### src/rtl/core/rfp_pkg.sv
// Shared types, constants and CRC helper for the frame parser.
`default_nettype none
package rfp_pkg;

  localparam logic [15:0] CRC_POLY = 16'h8408;
  localparam logic [15:0] CRC_INIT = 16'hFFFF;

  typedef enum logic [1:0] {
    PH_HUNT = 2'd0,
    PH_LEN  = 2'd1,
    PH_BODY = 2'd2
  } phase_t;

  typedef enum logic [1:0] {
    KIND_DATA = 2'd0,
    KIND_GOOD = 2'd1,
    KIND_BAD  = 2'd2
  } kind_t;

  // Commands passed from the front to the back.
  typedef enum logic [1:0] {
    OP_LEN   = 2'd0,  // length byte, restart CRC
    OP_DATA  = 2'd1,  // payload byte
    OP_END   = 2'd2,  // last CRC byte, check and report
    OP_SHORT = 2'd3   // byte after a length below two
  } op_t;

  typedef struct packed {
    op_t        op;
    logic [7:0] data;
    logic [7:0] idx;
    logic [7:0] len;
    logic [7:0] lo;
  } cmd_t;

  // Reflected CRC-16 update over one byte, LSB first.
  function automatic logic [15:0] crc_byte(input logic [15:0] crc_in, input logic [7:0] b);
    logic [15:0] c;
    c = crc_in ^ {8'h00, b};
    for (int k = 0; k < 8; k++) begin
      if (c[0]) begin
        c = (c >> 1) ^ CRC_POLY;
      end else begin
        c = c >> 1;
      end
    end
    return c;
  endfunction

endpackage
`default_nettype wire

### src/rtl/core/rfp_front.sv
// Front end: start-symbol hunt, length capture and byte classification.
`default_nettype none
module rfp_front (
  input  wire logic          clk,
  input  wire logic          rst_n,
  input  wire logic          cfg_valid,
  input  wire logic [7:0]    cfg_data,
  input  wire logic          in_tvalid,
  input  wire logic [7:0]    in_tdata,
  input  wire logic          q_full,
  output logic               in_tready,
  output logic               q_push,
  output rfp_pkg::cmd_t      q_cmd
);
  import rfp_pkg::*;

  phase_t     phase_r, phase_nxt;
  logic [7:0] start_r;
  logic [7:0] len_r, len_nxt;
  logic [7:0] seen_r, seen_nxt;
  logic [7:0] lo_r, lo_nxt;
  logic       acc;
  logic [8:0] pos2;
  logic [8:0] len9;

  assign in_tready = !q_full;
  assign acc       = in_tvalid && in_tready;
  assign pos2      = {1'b0, seen_r} + 9'd2;
  assign len9      = {1'b0, len_r};

  always_ff @(posedge clk) begin
    if (!rst_n) begin
      start_r <= 8'h00;
    end else if (cfg_valid) begin
      start_r <= cfg_data;
    end
  end

  always_ff @(posedge clk) begin
    if (!rst_n) begin
      phase_r <= PH_HUNT;
      len_r   <= 8'h00;
      seen_r  <= 8'h00;
      lo_r    <= 8'h00;
    end else begin
      phase_r <= phase_nxt;
      len_r   <= len_nxt;
      seen_r  <= seen_nxt;
      lo_r    <= lo_nxt;
    end
  end

  always_comb begin
    phase_nxt   = phase_r;
    len_nxt     = len_r;
    seen_nxt    = seen_r;
    lo_nxt      = lo_r;
    q_push      = 1'b0;
    q_cmd.op    = OP_DATA;
    q_cmd.data  = in_tdata;
    q_cmd.idx   = seen_r;
    q_cmd.len   = len_r;
    q_cmd.lo    = lo_r;
    if (acc) begin
      unique case (phase_r)
        PH_LEN: begin
          len_nxt   = in_tdata;
          seen_nxt  = 8'h00;
          q_push    = 1'b1;
          q_cmd.op  = OP_LEN;
          q_cmd.len = in_tdata;
          phase_nxt = PH_BODY;
        end
        PH_BODY: begin
          if (len_r < 8'd2) begin
            q_push    = 1'b1;
            q_cmd.op  = OP_SHORT;
            phase_nxt = PH_HUNT;
            len_nxt   = 8'h00;
            seen_nxt  = 8'h00;
            lo_nxt    = 8'h00;
          end else if (pos2 < len9) begin
            q_push   = 1'b1;
            q_cmd.op = OP_DATA;
            seen_nxt = seen_r + 8'd1;
          end else if (pos2 == len9) begin
            lo_nxt   = in_tdata;
            seen_nxt = seen_r + 8'd1;
          end else begin
            q_push    = 1'b1;
            q_cmd.op  = OP_END;
            phase_nxt = PH_HUNT;
            len_nxt   = 8'h00;
            seen_nxt  = 8'h00;
            lo_nxt    = 8'h00;
          end
        end
        default: begin
          // hunting; an unused phase code hunts as well
          phase_nxt = (in_tdata == start_r) ? PH_LEN : PH_HUNT;
        end
      endcase
    end
  end

endmodule
`default_nettype wire

### src/rtl/core/rfp_cmd_fifo.sv
// Short command queue between the front and the back.
`default_nettype none
module rfp_cmd_fifo #(
  parameter int DEPTH = 4
) (
  input  wire logic          clk,
  input  wire logic          rst_n,
  input  wire logic          push,
  input  wire rfp_pkg::cmd_t push_cmd,
  input  wire logic          pop,
  output logic               full,
  output logic               empty,
  output rfp_pkg::cmd_t      head_cmd
);
  import rfp_pkg::*;

  localparam int PTR_W = (DEPTH > 1) ? $clog2(DEPTH) : 1;
  localparam int CNT_W = $clog2(DEPTH + 1);
  localparam logic [PTR_W-1:0] LAST = PTR_W'(DEPTH - 1);
  localparam logic [CNT_W-1:0] FULL_CNT = CNT_W'(DEPTH);

  cmd_t             mem_r [DEPTH];
  logic [PTR_W-1:0] wr_ptr_r, rd_ptr_r;
  logic [CNT_W-1:0] cnt_r;

  assign full     = (cnt_r == FULL_CNT);
  assign empty    = (cnt_r == '0);
  assign head_cmd = mem_r[rd_ptr_r];

  always_ff @(posedge clk) begin
    if (push) begin
      mem_r[wr_ptr_r] <= push_cmd;
    end
  end

  always_ff @(posedge clk) begin
    if (!rst_n) begin
      wr_ptr_r <= '0;
      rd_ptr_r <= '0;
      cnt_r    <= '0;
    end else begin
      if (push) begin
        wr_ptr_r <= (wr_ptr_r == LAST) ? '0 : wr_ptr_r + PTR_W'(1);
      end
      if (pop) begin
        rd_ptr_r <= (rd_ptr_r == LAST) ? '0 : rd_ptr_r + PTR_W'(1);
      end
      if (push && !pop) begin
        cnt_r <= cnt_r + CNT_W'(1);
      end else if (pop && !push) begin
        cnt_r <= cnt_r - CNT_W'(1);
      end
    end
  end

  a_no_overflow: assert property (@(posedge clk) disable iff (!rst_n)
    !(push && full && !pop))
    else $error("command queue overflow");
  a_no_underflow: assert property (@(posedge clk) disable iff (!rst_n)
    !(pop && empty))
    else $error("command queue underflow");
  a_cnt_range: assert property (@(posedge clk) disable iff (!rst_n)
    cnt_r <= FULL_CNT)
    else $error("command queue count out of range");

endmodule
`default_nettype wire

### src/rtl/core/rfp_back.sv
// Back end: running CRC, frame check and output register.
`default_nettype none
module rfp_back (
  input  wire logic          clk,
  input  wire logic          rst_n,
  input  wire logic          q_empty,
  input  wire rfp_pkg::cmd_t q_cmd,
  output logic               q_pop,
  output logic               out_tvalid,
  input  wire logic          out_tready,
  output logic [55:0]        out_tdata,
  output logic [1:0]         out_tuser
);
  import rfp_pkg::*;

  logic        out_valid_r;
  kind_t       kind_r;
  logic [7:0]  data_r, idx_r, len_r;
  logic [15:0] ccrc_r, rcrc_r;
  logic [15:0] crc_r, crc_nxt;
  logic [15:0] rcrc_end;
  logic [15:0] crc_upd;

  assign q_pop      = !q_empty && (!out_valid_r || out_tready);
  assign out_tvalid = out_valid_r;
  assign out_tuser  = kind_r;
  assign out_tdata  = {rcrc_r, ccrc_r, len_r, idx_r, data_r};
  assign rcrc_end   = {q_cmd.data, q_cmd.lo};
  assign crc_upd    = crc_byte((q_cmd.op == OP_LEN) ? CRC_INIT : crc_r, q_cmd.data);

  always_comb begin
    crc_nxt = crc_r;
    if (q_pop) begin
      unique case (q_cmd.op) inside
        OP_LEN, OP_DATA: crc_nxt = crc_upd;
        OP_END, OP_SHORT: crc_nxt = CRC_INIT;
        default: crc_nxt = crc_r;
      endcase
    end
  end

  always_ff @(posedge clk) begin
    if (!rst_n) begin
      crc_r       <= CRC_INIT;
      out_valid_r <= 1'b0;
      kind_r      <= KIND_DATA;
    end else begin
      crc_r <= crc_nxt;
      if (q_pop) begin
        out_valid_r <= (q_cmd.op != OP_LEN);
        unique case (q_cmd.op)
          OP_END:   kind_r <= (crc_r == rcrc_end) ? KIND_GOOD : KIND_BAD;
          OP_SHORT: kind_r <= KIND_BAD;
          default:  kind_r <= KIND_DATA;
        endcase
      end else if (out_tready) begin
        out_valid_r <= 1'b0;
      end
    end
  end

  // payload, no reset
  always_ff @(posedge clk) begin
    if (q_pop) begin
      len_r <= q_cmd.len;
      unique case (q_cmd.op)
        OP_DATA: begin
          data_r <= q_cmd.data;
          idx_r  <= q_cmd.idx;
          ccrc_r <= 16'h0000;
          rcrc_r <= 16'h0000;
        end
        OP_END: begin
          data_r <= 8'h00;
          idx_r  <= 8'h00;
          ccrc_r <= crc_r;
          rcrc_r <= rcrc_end;
        end
        OP_SHORT: begin
          data_r <= 8'h00;
          idx_r  <= 8'h00;
          ccrc_r <= CRC_INIT;
          rcrc_r <= {q_cmd.data, q_cmd.len};
        end
        default: begin
          data_r <= data_r;
          idx_r  <= idx_r;
          ccrc_r <= ccrc_r;
          rcrc_r <= rcrc_r;
        end
      endcase
    end
  end

  a_kind_legal: assert property (@(posedge clk) disable iff (!rst_n)
    out_valid_r |-> (kind_r == KIND_DATA || kind_r == KIND_GOOD || kind_r == KIND_BAD))
    else $error("illegal result kind");
  a_data_no_crc: assert property (@(posedge clk) disable iff (!rst_n)
    (out_valid_r && kind_r == KIND_DATA) |-> (ccrc_r == 16'h0000 && rcrc_r == 16'h0000))
    else $error("payload result carries CRC fields");
  a_good_match: assert property (@(posedge clk) disable iff (!rst_n)
    (out_valid_r && kind_r == KIND_GOOD) |-> (ccrc_r == rcrc_r))
    else $error("good frame with CRC mismatch");

endmodule
`default_nettype wire

### src/rtl/core/rx_frame_parser_crc16.sv
// Top level of the length-prefixed frame parser with CRC-16 check.
// Receives one byte per transaction, hunts for the configured start symbol,
// takes the next byte as length L (bytes that follow, last two being the CRC,
// low byte first), streams payload bytes out with their index and ends each
// frame with a good/bad CRC report (reflected CRC-16, poly 0x8408, init
// 0xFFFF, no final xor, over length byte and payload). A length below two
// ends the frame on the next byte with a CRC error. Rate: one byte per clock
// sustained while the command queue is not full; out_tvalid rises once the
// input transaction has passed the queue entry and then the output register,
// when the output is free. The front end classifies bytes, a small command queue
// (CMD_DEPTH entries) decouples it from the back end, which runs the CRC and holds
// the output register; in_tready drops only while that queue is full. The user must
// write the start symbol through cfg_* while the parser is idle (not enforced).
`default_nettype none
module rx_frame_parser_crc16 #(
  parameter int CMD_DEPTH = 4   // command queue depth, 2..16
) (
  input  wire logic        clk,
  input  wire logic        rst_n,
  // configuration: start_symbol
  input  wire logic        cfg_valid,
  output logic             cfg_ready,
  input  wire logic [7:0]  cfg_data,
  // input stream
  input  wire logic        in_tvalid,
  output logic             in_tready,
  input  wire logic [7:0]  in_tdata,    // [7:0] rx_byte
  // result stream
  output logic             out_tvalid,
  input  wire logic        out_tready,
  output logic [55:0]      out_tdata,   // [7:0] data_byte, [15:8] payload_index,
                                        // [23:16] frame_length, [39:24] computed_crc,
                                        // [55:40] received_crc
  output logic [1:0]       out_tuser    // [1:0] kind
);
  import rfp_pkg::*;

  logic q_push, q_pop, q_full, q_empty;
  cmd_t push_cmd, head_cmd;

  // register always writable
  assign cfg_ready = 1'b1;

  rfp_front u_front (
    .clk       (clk),
    .rst_n     (rst_n),
    .cfg_valid (cfg_valid),
    .cfg_data  (cfg_data),
    .in_tvalid (in_tvalid),
    .in_tdata  (in_tdata),
    .q_full    (q_full),
    .in_tready (in_tready),
    .q_push    (q_push),
    .q_cmd     (push_cmd)
  );

  rfp_cmd_fifo #(
    .DEPTH (CMD_DEPTH)
  ) u_fifo (
    .clk      (clk),
    .rst_n    (rst_n),
    .push     (q_push),
    .push_cmd (push_cmd),
    .pop      (q_pop),
    .full     (q_full),
    .empty    (q_empty),
    .head_cmd (head_cmd)
  );

  rfp_back u_back (
    .clk        (clk),
    .rst_n      (rst_n),
    .q_empty    (q_empty),
    .q_cmd      (head_cmd),
    .q_pop      (q_pop),
    .out_tvalid (out_tvalid),
    .out_tready (out_tready),
    .out_tdata  (out_tdata),
    .out_tuser  (out_tuser)
  );

endmodule
`default_nettype wire

### config.mk
export PLATFORM = sky130hd
export DESIGN_NAME = rx_frame_parser_crc16
export DESIGN_NICKNAME = d
export VERILOG_FILES = /design/src/rtl/core/rfp_pkg.sv /design/src/rtl/core/rfp_front.sv /design/src/rtl/core/rfp_cmd_fifo.sv /design/src/rtl/core/rfp_back.sv /design/src/rtl/core/rx_frame_parser_crc16.sv
export SDC_FILE = /design/constraint.sdc
export NUM_CORES = 1
export LEC_CHECK = 0
export BUFFER_PORTS_ARGS = -buffer_cell sky130_fd_sc_hd__buf_4
export CORE_ASPECT_RATIO = 0.9
export CORE_MARGIN = 4
export CORE_UTILIZATION = 35
export DETAILED_ROUTE_END_ITERATION = 6
export GPL_TIMING_DRIVEN = 0
export PLACE_DENSITY_LB_ADDON = 0.2
export SLEW_MARGIN = 20
export SYNTH_ARGS = -nofsm -noshare
export SYNTH_HDL_FRONTEND = slang
export SYNTH_SLANG_ARGS = --single-unit
### constraint.sdc
create_clock -name clk -period 10.1 [get_ports clk]
set_input_delay 2.02 -clock clk [delete_from_list [all_inputs] [get_ports clk]]
set_output_delay 2.02 -clock clk [all_outputs]
set_load 0.01 [all_outputs]
== After elaboration in Yosys (flattened, before gate mapping) ==
Memories as Yosys holds them, arrays and structs flattened. A register that Yosys moved wholly into a read port is not among the register bits.
Index checks and enable logic that the tools add are counted.

* Add/subtract/negate cells: 6
* Order comparisons: 2
* Equal/unequal tests: 14
* Mux-type cells: 54
* Bitwise gates (word level): 9
* Reduce and logical (&&, ||, !) cells: 28

{| class="wikitable"
|+ Operator list
! kind !! count
|-
| 16-bit 2-to-1 mux || 9
|-
| 16-bit one-hot mux with 3 select lines || 2
|-
| 8-bit 2-to-1 mux || 11
|-
| 8-bit one-hot mux with 2 select lines || 4
|-
| 16-bit one-hot mux with 2 select lines || 1
|-
| 2-bit 2-to-1 mux || 12
|-
| 2-bit NOT with 3-bit output || 8
|-
| 16-bit equality test || 1
|-
| 16-bit by 8-bit bitwise XOR with 16-bit output || 1
|-
| 2-bit one-hot mux with 2 select lines || 3
|-
| 2-bit nonzero test || 6
|-
| 2-bit equality test, second input constant || 5
|-
| 8-bit by 2-bit adder with 9-bit output, second input constant || 1
|-
| 9-bit by 8-bit equality test with 1-bit output || 1
|-
| 9-bit by 8-bit less-than comparator with 1-bit output || 1
|-
| 1-bit 2-to-1 mux || 9
|-
| 8-bit by 1-bit adder with 8-bit output, second input constant || 1
|-
| 8-bit equality test || 1
|-
| 8-bit by 2-bit less-than comparator with 1-bit output, second input constant || 1
|-
| 2-bit AND reduction || 4
|-
| 3-bit 2-to-1 mux || 2
|-
| 3-bit by 2-bit inequality test with 1-bit output, second input constant || 2
|-
| 3-bit AND reduction || 2
|-
| 1-bit zero test || 5
|-
| 14 further kinds || 20
|}

* Bits in registers: 116
* Bits in writable memories: 136
* Input port bits: 21
* Output and inout bits: 61
* Word-level logic and storage cells: 130
* Memories: 1

{| class="wikitable"
|+ Memories
! name !! depth !! bits a word !! read ports !! clocked after Yosys merged registers in !! wr ports !! RTL line !! text
|-
| u_fifo.mem_r || 4 || 34 || 1 || 1 || 1 || rfp_cmd_fifo.sv:22 || <nowiki>cmd_t mem_r [DEPTH];</nowiki>
|}

== Logic depth before layout (Yosys ltp) ==
* Word-level depth: 20
* Depth in mapped cells: 16
* Mapped depth without buffers: 15

== By module ==
Synthesis repeated with hierarchy kept, for this count alone.

* Cell total of the unflattened synthesis: 729
* Area total of the unflattened synthesis: 10,765.3 µm²

{| class="wikitable"
|+ By module, submodules not included
! module !! instances !! cells an instance !! area each (µm²) !! seq. area each (µm²)
|-
| rfp_cmd_fifo || 1 || 222 || 5,412.7 || 4,264.1
|-
| rfp_back || 1 || 264 || 3,329.4 || 2,062.0
|-
| rfp_front || 1 || 241 || 2,011.9 || 680.7
|-
| rx_frame_parser_crc16 || 1 || 2 || 11.3 || 0.0
|}

== Worst setup path after synthesis ==
No wires, ideal clock.

* Path type: in2reg
* Start point: in out_tready
* End point: reg u_back.ccrc_r[0] (enable)
* Setup time: 0.402 ns
* Arrival time: 3.948 ns
* Required time: 9.698 ns
* Setup slack: 5.750 ns
* Stages on the path: 6
* Path buffers: 1
* Cells stage by stage: nand2b_1 o31ai_1 inv_1 clkbuf_1 o21ai_0 inv_1

* Cells in the longest elaborated chain, start to end: 3

{| class="wikitable"
|+ RTL lines
! item !! RTL line !! text
|-
| start: declaration || rx_frame_parser_crc16.sv:30 || <nowiki>input wire logic out_tready,</nowiki>
|-
| 1-bit logical OR || rfp_back.sv:24 || <nowiki>assign q_pop = !q_empty && (!out_valid_r || out_tready);</nowiki>
|-
| 1-bit logical AND || rfp_back.sv:24 ||
|-
| via q_pop || rx_frame_parser_crc16.sv:38 || <nowiki>logic q_push, q_pop, q_full, q_empty;</nowiki>
|-
| 2-bit AND reduction (no source line) || -- ||
|-
| end signal: assignment || rfp_back.sv:76 || <nowiki>ccrc_r <= crc_r;</nowiki>
|-
| end signal: assignment || rfp_back.sv:88 || <nowiki>ccrc_r <= ccrc_r;</nowiki>
|-
| end: declaration || rfp_back.sv:19 || <nowiki>logic [15:0] ccrc_r, rcrc_r;</nowiki>
|}

The timed path passes the listed nets, and every way through them passes these cells.
A chain may end at the register's enable or synchronous reset.

== Worst setup path in the final report ==
* Start point: in out_tready
* End point: reg u_fifo.cnt_r[2]

* Cells in the longest elaborated chain, start to end: 5
* Elaborated cells between the ends (all ways): 7
* Classes of those cells: mux: 1; reduce/logical: 6

{| class="wikitable"
|+ RTL lines
! item !! RTL line !! text
|-
| 1-bit logical OR * || rfp_back.sv:24 ||
|-
| 1-bit logical AND * || rfp_back.sv:24 ||
|-
| 1-bit zero test || rfp_cmd_fifo.sv:48 || <nowiki>if (push && !pop) begin</nowiki>
|-
| 1-bit logical AND || rfp_cmd_fifo.sv:48 ||
|-
| 3-bit 2-to-1 mux / 2-bit nonzero test (equally long branches) || -- ||
|-
| end signal: assignment || rfp_cmd_fifo.sv:49 || <nowiki>cnt_r <= cnt_r + CNT_W'(1);</nowiki>
|-
| end signal: assignment || rfp_cmd_fifo.sv:51 || <nowiki>cnt_r <= cnt_r - CNT_W'(1);</nowiki>
|-
| end: declaration || rfp_cmd_fifo.sv:24 || <nowiki>logic [CNT_W-1:0] cnt_r;</nowiki>
|}

Mark *: on every way between the ends. The rest lies on a longest branch, timed or not.

==> flow_summary.json <==
{
  "htree_num_levels": 1,
  "antenna_found_initial": 0,
  "synth_edf_count": 192,
  "post_cts_resized": 0,
  "min_path_type": "reg -> reg",
  "synth.area.mux_share_pct": 9.653,
  "ys_ff_latch": 254,
  "worstReg2RegStart": "u_front.seen_r[4]",
  "synth_xor_area_share_pct": 5.274,
  "via_per_inst": 4.797,
  "grt_max_degree": 38,
  "cts_buffers": 28,
  "cap_violations": 0,
  "cts_num_sinks": 254,
  "p_leak_nw": 4.406,
  "ys.flop_type": "edfxtp_1",
  "fin_crit_ps": 4267,
  "whs_path_depth": 2,
  "yosysWarnings": 0,
  "first_pass_iters": 4,
  "cp.required_ps": 10550,
  "synthMostInstantiatedCell": "edfxtp_1",
  "ant_nets": 0,
  "yosys-top-cells-area": "edfxtp_1, dfxtp_1, mux4_2",
  "die_h_um": 173.3,
  "min_from": "u_fifo.rd_ptr_r[1]",
  "cts_tree": "yes",
  "r2r_cells": 16,
  "ys_types": 53,
  "num_vias": 6044,
  "yosysTopAreaCellShare_pct": 54.24,
  "syn_area_per_cell_um2": 14.74,
  "synth_top_cell_by_area": "edfxtp_1",
  "synth_fp_nets": 761,
  "status": "finished clean",
  "crit_fanout": 10,
  "detail_route.wl_per_cell_um": 18.76,
  "ys_async_sr_fraction_pct": 0,
  "syn_inst": 721,
  "ys_top_cells_by_count": "edfxtp_1, dfxtp_1, xnor2_1",
  "hold_viol_final": 0,
  "hpwlAfterDp_um": 16470,
  "gr-usage-all-layers_pct": 14.25,
  "cts_buffer_depth": 3,
  "portBuffers": 79,
  "grt-ovfl-total": 0,
  "fp.dieW_um": 191.7,
  "initial_core_util_pct": 35.48,
  "dp_slack_ps": 5353,
  "multi_input_comb_area_um2": 3400,
  "timing.slew.headroom_pct": 27.13,
  "antenna_cells": 0,
  "fin_tns_setup_ps": 0,
  "cts-root-buf": "clkbuf_16",
  "final_max_slew_viol_count": 0,
  "critPathArrivalTime_ps": 4710,
  "regArea_um2": 7007,
  "dieArea_um2": 33220,
  "grt_pass1_vias": 6100,
  "holdBufCountCts": 0,
  "fmax_ghz": 0.2344,
  "finalClockSkew_ps": 15.78,
  "pin_count": 82,
  "ir_worst_vdd_uv": 131.4,
  "drtIter0Drc": 391,
  "period_share_pct": 42.25,
  "drive_gt1_share_pct": 22.64,
  "rows": 60,
  "r2r_setup_slack_ps": 5990,
  "synthAdderAreaFrac_pct": 2.307,
  "fin_nets": 875,
  "cp-start-kind": "input pin",
  "gp_congestion": 0.7763,
  "reg2reg_to": "u_fifo.cnt_r[2]",
  "n_fill_cell": 2775,
  "ys_seq_area_share_pct": 65.92,
  "hold-path-endpoint": "u_fifo.rd_ptr_r[1]",
  "flow.area_growth_from_synthesis_pct": 19.71,
  "coreArea_um2": 29950,
  "setup_viol": 0,
  "powerDensity_nw_per_um2": 236.7,
  "totalWireLength_um": 23630,
  "clk_pin_slew_worst_paths_ps": 50,
  "worstMarginPinSlew_ps": 1093,
  "synth_compound_area_share_pct": 5.403,
  "crit_type": "in -> reg",
  "drc": 0,
  "netlist_area_um2": 10630,
  "rsz0062_at_grt": "false",
  "clk_latency_ps": 530,
  "grt_first_pass_wirelength_um": 36840,
  "synth_top_family_by_area": "multiplexers",
  "endpoint_kind": "register",
  "post_cts_buffers": 0,
  "synth-simple-area-share_pct": 9.205,
  "fin_ws_ps": 5833
}
[kinds of logic (layout without fill, tap and decap cells)]
kind of cell,after synthesis,in the layout
AOI/OAI and AO/OA,86,86
and+or+nand+nor,183,183
buffers and inverters,55,191
muxes,59,59
DFF,254,254
other,1,1
adders and majority gates,19,19
xor gates and xnor gates,64,64
[layer usage]
layer / up-vias / routed length [µm] / global-route usage, % / share of wire, %
met4: 0 / 386 / 2.902 / 1.6
li1: 2915 / - / - / -
met1: 2977 / 11320 / 21.52 / 48
met2: 130 / 10760 / 21.94 / 46
met3: 22 / 1173 / 2.195 / 5.0
met5: - / 0 / 0 / 0
[critical path: stages]
cell and delay [ps]:
buf_4 110, nand2b_1 150, o31ai_1 150, clkbuf_1 420, clkbuf_1 530, ha_1 290, inv_1 60, fa_1 370
xor2_1 180, or3_1 300, a21oi_1 140
[report_power, final]
part	switching [mW]	leakage, nW	internal, mW	total [mW]
Clock	0.397	0.432	0.565	0.963
Sequential	0.0540	2.30	1.21	1.27
Combinational	0.435	1.68	0.347	0.781
Total	0.886	4.41	2.13	3.01
[how the worst max path moves through the flow]
| stage | endpoint | startpoint | slack (ps) |
|---|---|---|---|
| 2_1_floorplan | u_back.ccrc_r[0] | out_tready | 5750 |
| 3_3_place_gp | u_back.idx_r[7] | out_tready | 4460 |
| 3_5_place_dp | u_back.idx_r[7] | out_tready | 5350 |
| 4_1_cts | u_fifo.cnt_r[2] | out_tready | 5900 |
| 5_1_grt | u_fifo.cnt_r[2] | u_front.seen_r[3] | 5500 |
| 6_report | u_fifo.cnt_r[2] | out_tready | 5830 |
[layout make-up]
type	instances	area share [%]
buffer	36	1.278
sequential	254	55.07
clock inverter	14	0.7769
multi-input combinational	412	26.72
tap	403	3.963
clock buffer	38	6.126
inverter	19	0.5605
timing repair buffer	84	5.507
[per-stage QoR]
step / hold WS [ps] / util [%] / cell area, µm² / power, mW / instances
after floorplan: 454.1 / - / 10630 / 1.796 / 721
after global placement: 469.8 / 39.15 / 11730 / 2.028 / 1203
after detailed placement: 483.3 / 39.54 / 11850 / 2.082 / 1208
after CTS: 491.0 / 42.48 / 12720 / 3.054 / 1260
after global routing: 504.6 / 42.48 / 12720 / 3.178 / 1260
final: 493.1 / 42.48 / 12720 / 3.011 / 1260
[flip-flops by register name, summed over array words and instances (netlist names), 8 cells and up, named ones only]
name,cells
u_fifo.mem_r,136
u_back.ccrc_r,16
u_back.crc_r,16
u_back.rcrc_r,16
u_back.data_r,8
u_back.idx_r,8
u_back.len_r,8
u_front.len_r,8
u_front.lo_r,8
u_front.seen_r,8
u_front.start_r,8
[cell usage in the layout (no fill, tap or decap), drive strengths merged, types with 11 or more instances in the layout]
cell type	count
mux4	34
xor2	20
o211ai	12
mux2i	17
nor2b	25
ha	18
nor3	11
o21ai	16
edfxtp	192
nand2b	11
inv	20
xnor2	44
nand2	37
clkbuf	62
dfxtp	62
o21a	18
a21oi	25
buf	96
clkinv	12
nor2	32
nand3	23
and2	15
(Power assumes the default switching activity.)
